`src/hw/rtl/vtbt_pkg.sv`:
```
// Package for the volume table block translator: sizes, codes and shared types.
package vtbt_pkg;

  // Table geometry
  localparam int NUM_SLOTS            = 8;
  localparam int SECTORS_PER_CYLINDER = 16;
  localparam int SLOT_W = (NUM_SLOTS > 1) ? $clog2(NUM_SLOTS) : 1;

  // Field widths fixed by the item format
  localparam int OP_W     = 1;
  localparam int VOL_W    = 3;
  localparam int BLK_W    = 20;
  localparam int CYL_W    = 16;
  localparam int SEC_W    = 4;
  localparam int LEN_W    = 20;
  localparam int KIND_W   = 2;
  localparam int STATUS_W = 3;
  localparam int USED_W   = 3;
  localparam int CYLO_W   = 17;
  localparam int SECO_W   = 4;

  // First sector plus block, with one carry bit
  localparam int T_W = ((SEC_W > BLK_W) ? SEC_W : BLK_W) + 1;

  // Queue between front and back
  localparam int QDEPTH = 2;
  localparam int QPTR_W = $clog2(QDEPTH);
  localparam int QCNT_W = $clog2(QDEPTH + 1);

  // Operation codes
  localparam logic [OP_W-1:0] OP_CREATE    = 1'b0;
  localparam logic [OP_W-1:0] OP_TRANSLATE = 1'b1;

  // Volume kind meaning an empty slot
  localparam logic [KIND_W-1:0] KIND_NONE = 2'd0;

  // Result status codes
  typedef enum logic [STATUS_W-1:0] {
    ST_OK        = 3'd0,
    ST_FULL      = 3'd1,
    ST_KIND_NONE = 3'd2,
    ST_EMPTY     = 3'd3,
    ST_RANGE     = 3'd4
  } status_t;

  // Classified command handed from front to back
  typedef struct packed {
    logic [OP_W-1:0]   op;
    logic [SLOT_W-1:0] slot;
    status_t           status;
    logic [BLK_W-1:0]  block;
    logic [CYL_W-1:0]  cyl0;
    logic [SEC_W-1:0]  sec0;
    logic [LEN_W-1:0]  len;
  } cmd_t;

endpackage

```
`src/hw/rtl/vtbt_in_if.sv`:
```
// Request channel: valid/ready handshake with the input item fields.
interface vtbt_in_if;
  logic                             valid;
  logic                             ready;
  logic [vtbt_pkg::OP_W-1:0]        operation;
  logic [vtbt_pkg::VOL_W-1:0]       volume_index;
  logic [vtbt_pkg::BLK_W-1:0]       block_number;
  logic [vtbt_pkg::CYL_W-1:0]       start_cylinder;
  logic [vtbt_pkg::SEC_W-1:0]       start_sector;
  logic [vtbt_pkg::LEN_W-1:0]       length_sectors;
  logic [vtbt_pkg::KIND_W-1:0]      kind;

  modport source (output valid, operation, volume_index, block_number, start_cylinder,
                  start_sector, length_sectors, kind, input ready);
  modport sink   (input valid, operation, volume_index, block_number, start_cylinder,
                  start_sector, length_sectors, kind, output ready);
endinterface

```
`src/hw/rtl/vtbt_out_if.sv`:
```
// Result channel: valid/ready handshake with the result item fields.
interface vtbt_out_if;
  logic                             valid;
  logic                             ready;
  logic [vtbt_pkg::STATUS_W-1:0]    status;
  logic [vtbt_pkg::USED_W-1:0]      slot_used;
  logic [vtbt_pkg::CYLO_W-1:0]      cylinder_out;
  logic [vtbt_pkg::SECO_W-1:0]      sector_out;

  modport source (output valid, status, slot_used, cylinder_out, sector_out, input ready);
  modport sink   (input valid, status, slot_used, cylinder_out, sector_out, output ready);
endinterface

```
`src/hw/rtl/volume_table_block_translator.sv`:
```
// Path: a request accepted into the queue moves to the output register when the back end
// pops it and transfers from there; it waits longer while the result side stalls.
// Throughput: one request per cycle while the result side is ready, set by the
// combinational descriptor read and translate in the back end; a two-entry queue lets
// the front keep accepting while results wait.
// Reset (rst, synchronous): all slots become empty, queue and output are cleared.
module volume_table_block_translator (
  input  logic       clk,
  input  logic       rst,
  vtbt_in_if.sink    in_ch,
  vtbt_out_if.source out_ch
);

  // Descriptor contents need no reset; no clearing pass is run.
  logic           push;
  logic           pop;
  logic           q_full;
  logic           q_empty;
  vtbt_pkg::cmd_t front_cmd;
  vtbt_pkg::cmd_t head_cmd;

  vtbt_front u_front (
    .clk    (clk),
    .rst    (rst),
    .in_ch  (in_ch),
    .q_full (q_full),
    .push   (push),
    .cmd    (front_cmd)
  );

  vtbt_queue u_queue (
    .clk      (clk),
    .rst      (rst),
    .push     (push),
    .push_cmd (front_cmd),
    .full     (q_full),
    .pop      (pop),
    .empty    (q_empty),
    .head     (head_cmd)
  );

  vtbt_back u_back (
    .clk     (clk),
    .rst     (rst),
    .q_empty (q_empty),
    .head    (head_cmd),
    .pop     (pop),
    .out_ch  (out_ch)
  );

endmodule

```
`src/hw/rtl/vtbt_front.sv`:
```
// Front end: accepts requests, tracks slot occupancy and classifies each request.
module vtbt_front (
  input  logic               clk,
  input  logic               rst,
  vtbt_in_if.sink            in_ch,
  input  logic               q_full,
  output logic               push,
  output vtbt_pkg::cmd_t     cmd
);

  logic [vtbt_pkg::KIND_W-1:0] slot_kind [vtbt_pkg::NUM_SLOTS];
  logic [vtbt_pkg::SLOT_W-1:0] free_slot;
  logic                        any_free;
  logic [vtbt_pkg::SLOT_W-1:0] vol_idx;
  logic                        vol_valid;
  logic                        create_ok;

  assign in_ch.ready = !q_full;
  assign push        = in_ch.valid && !q_full;

  // Lowest free slot: scan from the top so the lowest index wins
  always_comb begin
    free_slot = '0;
    any_free  = 1'b0;
    for (int i = vtbt_pkg::NUM_SLOTS - 1; i >= 0; i--) begin
      if (slot_kind[i] == vtbt_pkg::KIND_NONE) begin
        free_slot = vtbt_pkg::SLOT_W'(i);
        any_free  = 1'b1;
      end
    end
  end

  // Translate target must be inside the table and occupied
  assign vol_idx   = vtbt_pkg::SLOT_W'(in_ch.volume_index);
  assign vol_valid = (32'(in_ch.volume_index) < 32'(vtbt_pkg::NUM_SLOTS)) &&
                     (slot_kind[vol_idx] != vtbt_pkg::KIND_NONE);

  assign create_ok = (in_ch.kind != vtbt_pkg::KIND_NONE) && any_free;

  // Classification
  always_comb begin
    cmd.op    = in_ch.operation;
    cmd.block = in_ch.block_number;
    cmd.cyl0  = in_ch.start_cylinder;
    cmd.sec0  = in_ch.start_sector;
    cmd.len   = in_ch.length_sectors;
    if (in_ch.operation == vtbt_pkg::OP_CREATE) begin
      cmd.slot = free_slot;
      priority if (in_ch.kind == vtbt_pkg::KIND_NONE) begin
        cmd.status = vtbt_pkg::ST_KIND_NONE;
      end else if (!any_free) begin
        cmd.status = vtbt_pkg::ST_FULL;
      end else begin
        cmd.status = vtbt_pkg::ST_OK;
      end
    end else begin
      cmd.slot   = vol_idx;
      cmd.status = vol_valid ? vtbt_pkg::ST_OK : vtbt_pkg::ST_EMPTY;
    end
  end

  // Occupancy table, updated as soon as a create is accepted
  always_ff @(posedge clk) begin
    if (rst) begin
      for (int i = 0; i < vtbt_pkg::NUM_SLOTS; i++) begin
        slot_kind[i] <= vtbt_pkg::KIND_NONE;
      end
    end else if (push && in_ch.operation == vtbt_pkg::OP_CREATE && create_ok) begin
      slot_kind[free_slot] <= in_ch.kind;
    end
  end

endmodule

```
`src/hw/rtl/vtbt_queue.sv`:
```
// Two-entry command queue between front and back.
module vtbt_queue (
  input  logic               clk,
  input  logic               rst,
  input  logic               push,
  input  vtbt_pkg::cmd_t     push_cmd,
  output logic               full,
  input  logic               pop,
  output logic               empty,
  output vtbt_pkg::cmd_t     head
);

  vtbt_pkg::cmd_t              entries [vtbt_pkg::QDEPTH];
  logic [vtbt_pkg::QPTR_W-1:0] wr_ptr;
  logic [vtbt_pkg::QPTR_W-1:0] rd_ptr;
  logic [vtbt_pkg::QCNT_W-1:0] count;

  assign full  = (count == vtbt_pkg::QCNT_W'(vtbt_pkg::QDEPTH));
  assign empty = (count == '0);
  assign head  = entries[rd_ptr];

  // Pointers and fill count
  always_ff @(posedge clk) begin
    if (rst) begin
      wr_ptr <= '0;
      rd_ptr <= '0;
      count  <= '0;
    end else begin
      if (push) wr_ptr <= wr_ptr + 1'b1;
      if (pop)  rd_ptr <= rd_ptr + 1'b1;
      unique case ({push, pop})
        2'b10:   count <= count + 1'b1;
        2'b01:   count <= count - 1'b1;
        default: count <= count;
      endcase
    end
  end

  // Storage
  always_ff @(posedge clk) begin
    if (push) entries[wr_ptr] <= push_cmd;
  end

endmodule

```
`src/hw/rtl/vtbt_back.sv`:
```
// Back end: holds the volume descriptors, does the translation and drives results.
module vtbt_back (
  input  logic               clk,
  input  logic               rst,
  input  logic               q_empty,
  input  vtbt_pkg::cmd_t     head,
  output logic               pop,
  vtbt_out_if.source         out_ch
);

  logic [vtbt_pkg::CYL_W-1:0] slot_first_cylinder [vtbt_pkg::NUM_SLOTS];
  logic [vtbt_pkg::SEC_W-1:0] slot_first_sector   [vtbt_pkg::NUM_SLOTS];
  logic [vtbt_pkg::LEN_W-1:0] slot_length         [vtbt_pkg::NUM_SLOTS];

  logic                        out_valid;
  vtbt_pkg::status_t           status_next;
  logic [vtbt_pkg::USED_W-1:0] used_next;
  logic [vtbt_pkg::CYLO_W-1:0] cyl_next;
  logic [vtbt_pkg::SECO_W-1:0] sec_next;
  logic [vtbt_pkg::T_W-1:0]    t_sum;
  logic [vtbt_pkg::T_W-1:0]    t_quo;
  logic                        in_range;

  // Take a command when the output register is free or being drained
  assign pop          = !q_empty && (!out_valid || out_ch.ready);
  assign out_ch.valid = out_valid;

  // Translation of the addressed descriptor
  assign t_sum    = vtbt_pkg::T_W'(slot_first_sector[head.slot]) + vtbt_pkg::T_W'(head.block);
  assign t_quo    = vtbt_pkg::T_W'(t_sum / vtbt_pkg::SECTORS_PER_CYLINDER);
  assign in_range = head.block < slot_length[head.slot];

  // Result fields
  always_comb begin
    status_next = head.status;
    used_next   = '0;
    cyl_next    = '0;
    sec_next    = '0;
    if (head.op == vtbt_pkg::OP_CREATE) begin
      if (head.status == vtbt_pkg::ST_OK) used_next = vtbt_pkg::USED_W'(head.slot);
    end else if (head.status == vtbt_pkg::ST_OK) begin
      if (!in_range) begin
        status_next = vtbt_pkg::ST_RANGE;
      end else begin
        sec_next = vtbt_pkg::SECO_W'(t_sum % vtbt_pkg::SECTORS_PER_CYLINDER);
        cyl_next = vtbt_pkg::CYLO_W'(vtbt_pkg::CYLO_W'(slot_first_cylinder[head.slot]) +
                                     vtbt_pkg::CYLO_W'(t_quo));
      end
    end
  end

  // Descriptor write on a successful create
  always_ff @(posedge clk) begin
    if (pop && head.op == vtbt_pkg::OP_CREATE && head.status == vtbt_pkg::ST_OK) begin
      slot_first_cylinder[head.slot] <= head.cyl0;
      slot_first_sector[head.slot]   <= head.sec0;
      slot_length[head.slot]         <= head.len;
    end
  end

  // Output register valid
  always_ff @(posedge clk) begin
    if (rst) begin
      out_valid <= 1'b0;
    end else if (pop) begin
      out_valid <= 1'b1;
    end else if (out_ch.ready) begin
      out_valid <= 1'b0;
    end
  end

  // Output register payload
  always_ff @(posedge clk) begin
    if (pop) begin
      out_ch.status       <= status_next;
      out_ch.slot_used    <= used_next;
      out_ch.cylinder_out <= cyl_next;
      out_ch.sector_out   <= sec_next;
    end
  end

endmodule

```
`src/flat_wrapper.sv`:
```
// flat-port wrapper written by rule: the top's interface ports become plain ports
module volume_table_block_translator_flat 
  (clk, rst, in_ch_valid, in_ch_operation, in_ch_volume_index, in_ch_block_number, in_ch_start_cylinder, in_ch_start_sector, in_ch_length_sectors, in_ch_kind, in_ch_ready, out_ch_valid, out_ch_status, out_ch_slot_used, out_ch_cylinder_out, out_ch_sector_out, out_ch_ready);
  vtbt_in_if in_ch_i ();
  vtbt_out_if out_ch_i ();
  input  logic clk;
  input  logic rst;
  input wire logic [$bits(in_ch_i.valid)-1:0] in_ch_valid;
  input wire logic [$bits(in_ch_i.operation)-1:0] in_ch_operation;
  input wire logic [$bits(in_ch_i.volume_index)-1:0] in_ch_volume_index;
  input wire logic [$bits(in_ch_i.block_number)-1:0] in_ch_block_number;
  input wire logic [$bits(in_ch_i.start_cylinder)-1:0] in_ch_start_cylinder;
  input wire logic [$bits(in_ch_i.start_sector)-1:0] in_ch_start_sector;
  input wire logic [$bits(in_ch_i.length_sectors)-1:0] in_ch_length_sectors;
  input wire logic [$bits(in_ch_i.kind)-1:0] in_ch_kind;
  output wire logic [$bits(in_ch_i.ready)-1:0] in_ch_ready;
  output wire logic [$bits(out_ch_i.valid)-1:0] out_ch_valid;
  output wire logic [$bits(out_ch_i.status)-1:0] out_ch_status;
  output wire logic [$bits(out_ch_i.slot_used)-1:0] out_ch_slot_used;
  output wire logic [$bits(out_ch_i.cylinder_out)-1:0] out_ch_cylinder_out;
  output wire logic [$bits(out_ch_i.sector_out)-1:0] out_ch_sector_out;
  input wire logic [$bits(out_ch_i.ready)-1:0] out_ch_ready;
  assign in_ch_i.valid = in_ch_valid;
  assign in_ch_i.operation = in_ch_operation;
  assign in_ch_i.volume_index = in_ch_volume_index;
  assign in_ch_i.block_number = in_ch_block_number;
  assign in_ch_i.start_cylinder = in_ch_start_cylinder;
  assign in_ch_i.start_sector = in_ch_start_sector;
  assign in_ch_i.length_sectors = in_ch_length_sectors;
  assign in_ch_i.kind = in_ch_kind;
  assign in_ch_ready = in_ch_i.ready;
  assign out_ch_valid = out_ch_i.valid;
  assign out_ch_status = out_ch_i.status;
  assign out_ch_slot_used = out_ch_i.slot_used;
  assign out_ch_cylinder_out = out_ch_i.cylinder_out;
  assign out_ch_sector_out = out_ch_i.sector_out;
  assign out_ch_i.ready = out_ch_ready;
  volume_table_block_translator u_core (.clk(clk), .rst(rst), .in_ch(in_ch_i), .out_ch(out_ch_i));
endmodule
```
`config.mk`:
```
export PLATFORM = sky130hd
export DESIGN_NAME = volume_table_block_translator_flat
export DESIGN_NICKNAME = d
export VERILOG_FILES = /design/src/hw/rtl/vtbt_pkg.sv /design/src/hw/rtl/vtbt_in_if.sv /design/src/hw/rtl/vtbt_out_if.sv /design/src/hw/rtl/volume_table_block_translator.sv /design/src/hw/rtl/vtbt_front.sv /design/src/hw/rtl/vtbt_queue.sv /design/src/hw/rtl/vtbt_back.sv /design/src/flat_wrapper.sv
export SDC_FILE = /design/constraint.sdc
export NUM_CORES = 1
export LEC_CHECK = 0
export BUFFER_PORTS_ARGS = -buffer_cell sky130_fd_sc_hd__buf_2
export CAP_MARGIN = 20
export CORE_UTILIZATION = 40
export CTS_CLUSTER_DIAMETER = 200
export CTS_CLUSTER_SIZE = 12
export DETAILED_ROUTE_END_ITERATION = 16
export GPL_TIMING_DRIVEN = 0
export SLEW_MARGIN = 20
export SYNTH_ARGS = -nofsm -noshare
export SYNTH_HDL_FRONTEND = slang
export SYNTH_SLANG_ARGS = --single-unit
```
`constraint.sdc`:
```
create_clock -name clk -period 11.1 [get_ports clk]
set_input_delay 1.11 -clock clk [delete_from_list [all_inputs] [get_ports clk]]
set_output_delay 1.11 -clock clk [all_outputs]
set_load 0.1 [all_outputs]
```
==> out/results.txt <==
Reg2Reg Setup Slack -> 4.17 ns
Top cell by count, worst path -> nand3_1
Die width -> 230.1 um
Fin. Hold Viols -> 0
Avg Inst Size Synth -> 14.88 um2
Post-Route WL -> 56.35 mm
Ports -> 99
VDD IR max -> 0.1230 mV
Fin worst setup slack -> 4.166 ns
RSZ-0062 raised after global routing -> no
Area Overhead vs Synth -> 15.51%
Yosys cell types -> 69
Data required time of the worst path -> 11.43 ns
Most common cell after layout, fill and taps aside -> edfxtp_1
Critical path, cell by cell -> buf_6 -> mux2i_1 -> clkbuf_1 -> buf_1 -> nand2_1 -> nand3_1 -> nand3_1 -> o211ai_1 -> ha_1 -> fa_1 -> nand3_1 -> a221oi_1 -> nand3_1 -> nor2_1 -> nand2_1 -> xnor2_1 -> ha_1 -> o21a_1 -> o21a_1 -> o31a_1 -> a31oi_1 -> mux2i_1 -> a211oi_1
Num rows -> 83
Crit-path max FO -> 10
Setup-failing EPs final -> 0
GR Util met2 -> 35.47%
H-tree Lvls -> 2
Setup CP Type -> reg2reg
Setup Fix Bufs, Post-CTS -> 0
Fin crit period -> 6.934 ns
Diodes inserted -> 0
Rel. slew slack -> 24.77%
Longest Clk Path Bufs -> 3
Commonest cells after routing, fill and taps aside -> edfxtp_1, nand2_1, buf_2
Main flop type after synthesis -> edfxtp_1
Critical Path Max Stage Delay -> 0.76 ns
Synth top area share -> 71.44%
TritonRoute pass-1 iters -> 5
Share of cells above drive strength 1 -> 18.85%
Met3 Resource Use GR -> 3.522%
Final period utilization -> 62.47%
Syn Nets -> 1512
Port bufs -> 98
Critical Path AT -> 7.26 ns
Routability cong. -> 0.8757
Worst hold-check path type -> reg2reg
Slew Limit Fails -> 0
Register area -> 0.01498 mm2
Critical path buffers and inverters -> 3
Fmax -> 144.2 MHz
Vias per inst -> 5.688
Core ar. -> 0.05130 mm2
Clk Latency, worst-skew pair -> 0.59 ns
DRT antenna net count -> 0
Die Y -> 230.1 um
Post-synth ARST share -> 0%
Yosys reg bits -> 501
CTS Buf Count -> 47
Pin count of the biggest net entering global routing -> 41
Warnings, synthesis -> 0
Status -> complete, no violations
Critical path's slowest cell -> buf_1
Residual DRC -> 0
Drt wl/cell -> 24.87 um
Met1 Track Usage GR -> 28.15%
Nets -> 1691
Global route overflow -> 0
Setup crit end kind -> flip-flop
Tightest Pin Transition -> 1.117 ns
Setup WS pre-CTS -> 4.307 ns
CTS root buffer -> clkbuf_16
Mapped Area -> 0.02081 mm2
Multi-input gate area -> 0.005564 mm2
Die ar. -> 0.05293 mm2
Most used routing layer -> met2
Synth Instances -> 1398
Initial antenna violation count -> 0
CTS sink cnt -> 501
Detailed placer's ending HPWL -> 39.01 mm
Synth top area cells -> edfxtp_1, nand2_1, mux2_2, a21oi_1, ha_1
Hold-fix buffers, CTS -> 0
Starting Density -> 40.56%
Reg clk slew, reported paths -> 0.06 ns
Layout Skew -> 0.01934 ns
Yosys top cell by area -> edfxtp_1
Vias -> 12890
Post-cts resize count -> 0
TNS Setup -> 0 ns
CTS tree -> done
Post-synth EDFFs -> 495
Total GRT Usage -> 21.37%
Fillcell total -> 4493
Leakage -> 8.213 nW
Cell Pwr Density -> 272.7 mW/mm2
Crit start category -> flip-flop
Max-cap viol count -> 0
CP top delay family -> compound AO/OA/AOI/OAI gates
First-pass GRT wire length -> 83.07 mm
Sequential area share after synthesis -> 72.02%
Drt initial violations -> 1351
Vias in the first global route -> 12840
[power by group]
part / internal, mW / switching (mW)
Clock: 0.760 / 0.655
Sequential: 2.38 / 0.0409
Combinational: 0.812 / 1.91
[kinds of logic after synthesis]
family                   after synthesis  share of synthesized area (%)
multiplexers                          91                          5.160
AND/OR/NAND/NOR                      368                          8.227
AO/OA/AOI/OAI                        293                          9.135
flip-flops                           501                          72.02
buffers and inverters                 74                          1.606
XOR/XNOR                              27                          1.137
adder cells (fa/ha/maj)               44                          2.718
[cell usage after synthesis, types with 4 or more instances]
| library cell | instances |
|---|---|
| a211oi_1 | 34 |
| a21o_1 | 13 |
| a21oi_1 | 110 |
| a221o_1 | 6 |
| a221oi_1 | 11 |
| a22oi_1 | 18 |
| a31oi_1 | 7 |
| and2_1 | 7 |
| and3_1 | 16 |
| buf_1 | 13 |
| buf_2 | 21 |
| buf_6 | 4 |
| clkbuf_1 | 18 |
| dfxtp_1 | 6 |
| edfxtp_1 | 495 |
| ha_1 | 42 |
| inv_1 | 18 |
| mux2_2 | 56 |
| mux2i_1 | 27 |
| mux4_2 | 7 |
| nand2_1 | 184 |
| nand2b_1 | 6 |
| nand3_1 | 21 |
| nand4_1 | 10 |
| nor2_1 | 62 |
| nor2b_1 | 4 |
| nor3_1 | 26 |
| nor3b_1 | 5 |
| nor4_1 | 4 |
| o211ai_1 | 5 |
| o21a_1 | 7 |
| o21ai_0 | 36 |
| o22ai_1 | 15 |
| o31ai_1 | 5 |
| or2_2 | 5 |
| xnor2_1 | 23 |
| xor2_1 | 4 |
[path summary, 6_finish.rpt]
path,to,cells after the start,from
max,u_core.u_back.out_ch.cylinder_out[14],23,flip-flop
min,u_core.u_back.out_ch.valid,2,u_core.u_back.out_ch.valid
max reg2reg,u_core.u_back.out_ch.cylinder_out[14],23,flip-flop
min reg2reg,u_core.u_back.out_ch.valid,2,u_core.u_back.out_ch.valid
[flip-flops by register name, indices dropped and copies added, names as in the netlist, named ones only]
register / flops
u_core.u_queue.wr_ptr: 1
u_core.u_back.out_ch.valid: 1
u_core.u_back.out_ch.cylinder_out: 17
u_core.u_front.slot_kind: 16
u_core.u_back.slot_first_sector: 32
u_core.u_back.slot_length: 160
u_core.u_back.out_ch.sector_out: 4
u_core.u_back.out_ch.status: 3
u_core.u_queue.rd_ptr: 1
u_core.u_back.slot_first_cylinder: 128
u_core.u_back.out_ch.slot_used: 3
u_core.u_queue.count: 2
u_core.u_queue.entries: 132
[stage by stage]
step	cells	instance area (um2)	hold WS (ns)	power [mW]	utilization, %
finish	2266	24030	0.5150	6.554	46.85
global route	2266	24030	0.5361	6.836	46.85
CTS	2265	24020	0.5170	6.562	46.82
detailed placement	2207	22780	0.5059	5.146	44.40
global placement	2176	22150	0.4926	5.066	43.17
floorplan	1398	20810	0.4813	4.248	-
[worst min-delay path, delay by kind of cell (launching register included)]
kind / cells / cell delay (ns)
compound gates: 1 / 0.07
flops: 1 / 0.30
simple gates: 1 / 0.09
[cell type report]
| cell class | count | area share, % |
|---|---|---|
| inverters | 18 | 0.2811 |
| flip-flops and latches | 501 | 62.35 |
| multi-input cells | 823 | 23.15 |
| clock buffers | 55 | 5.019 |
| plain buffers | 56 | 1.109 |
| repair buffers | 130 | 4.410 |
| well taps | 680 | 3.540 |
| clock inverters | 3 | 0.1406 |
[per-layer routing]
layer | vias up | wire length (um)
met5 | - | 0
met4 | 0 | 1896
met3 | 106 | 4402
met2 | 569 | 27130
met1 | 6455 | 22910
li1 | 5760 | -
(Power assumes the default switching activity.)
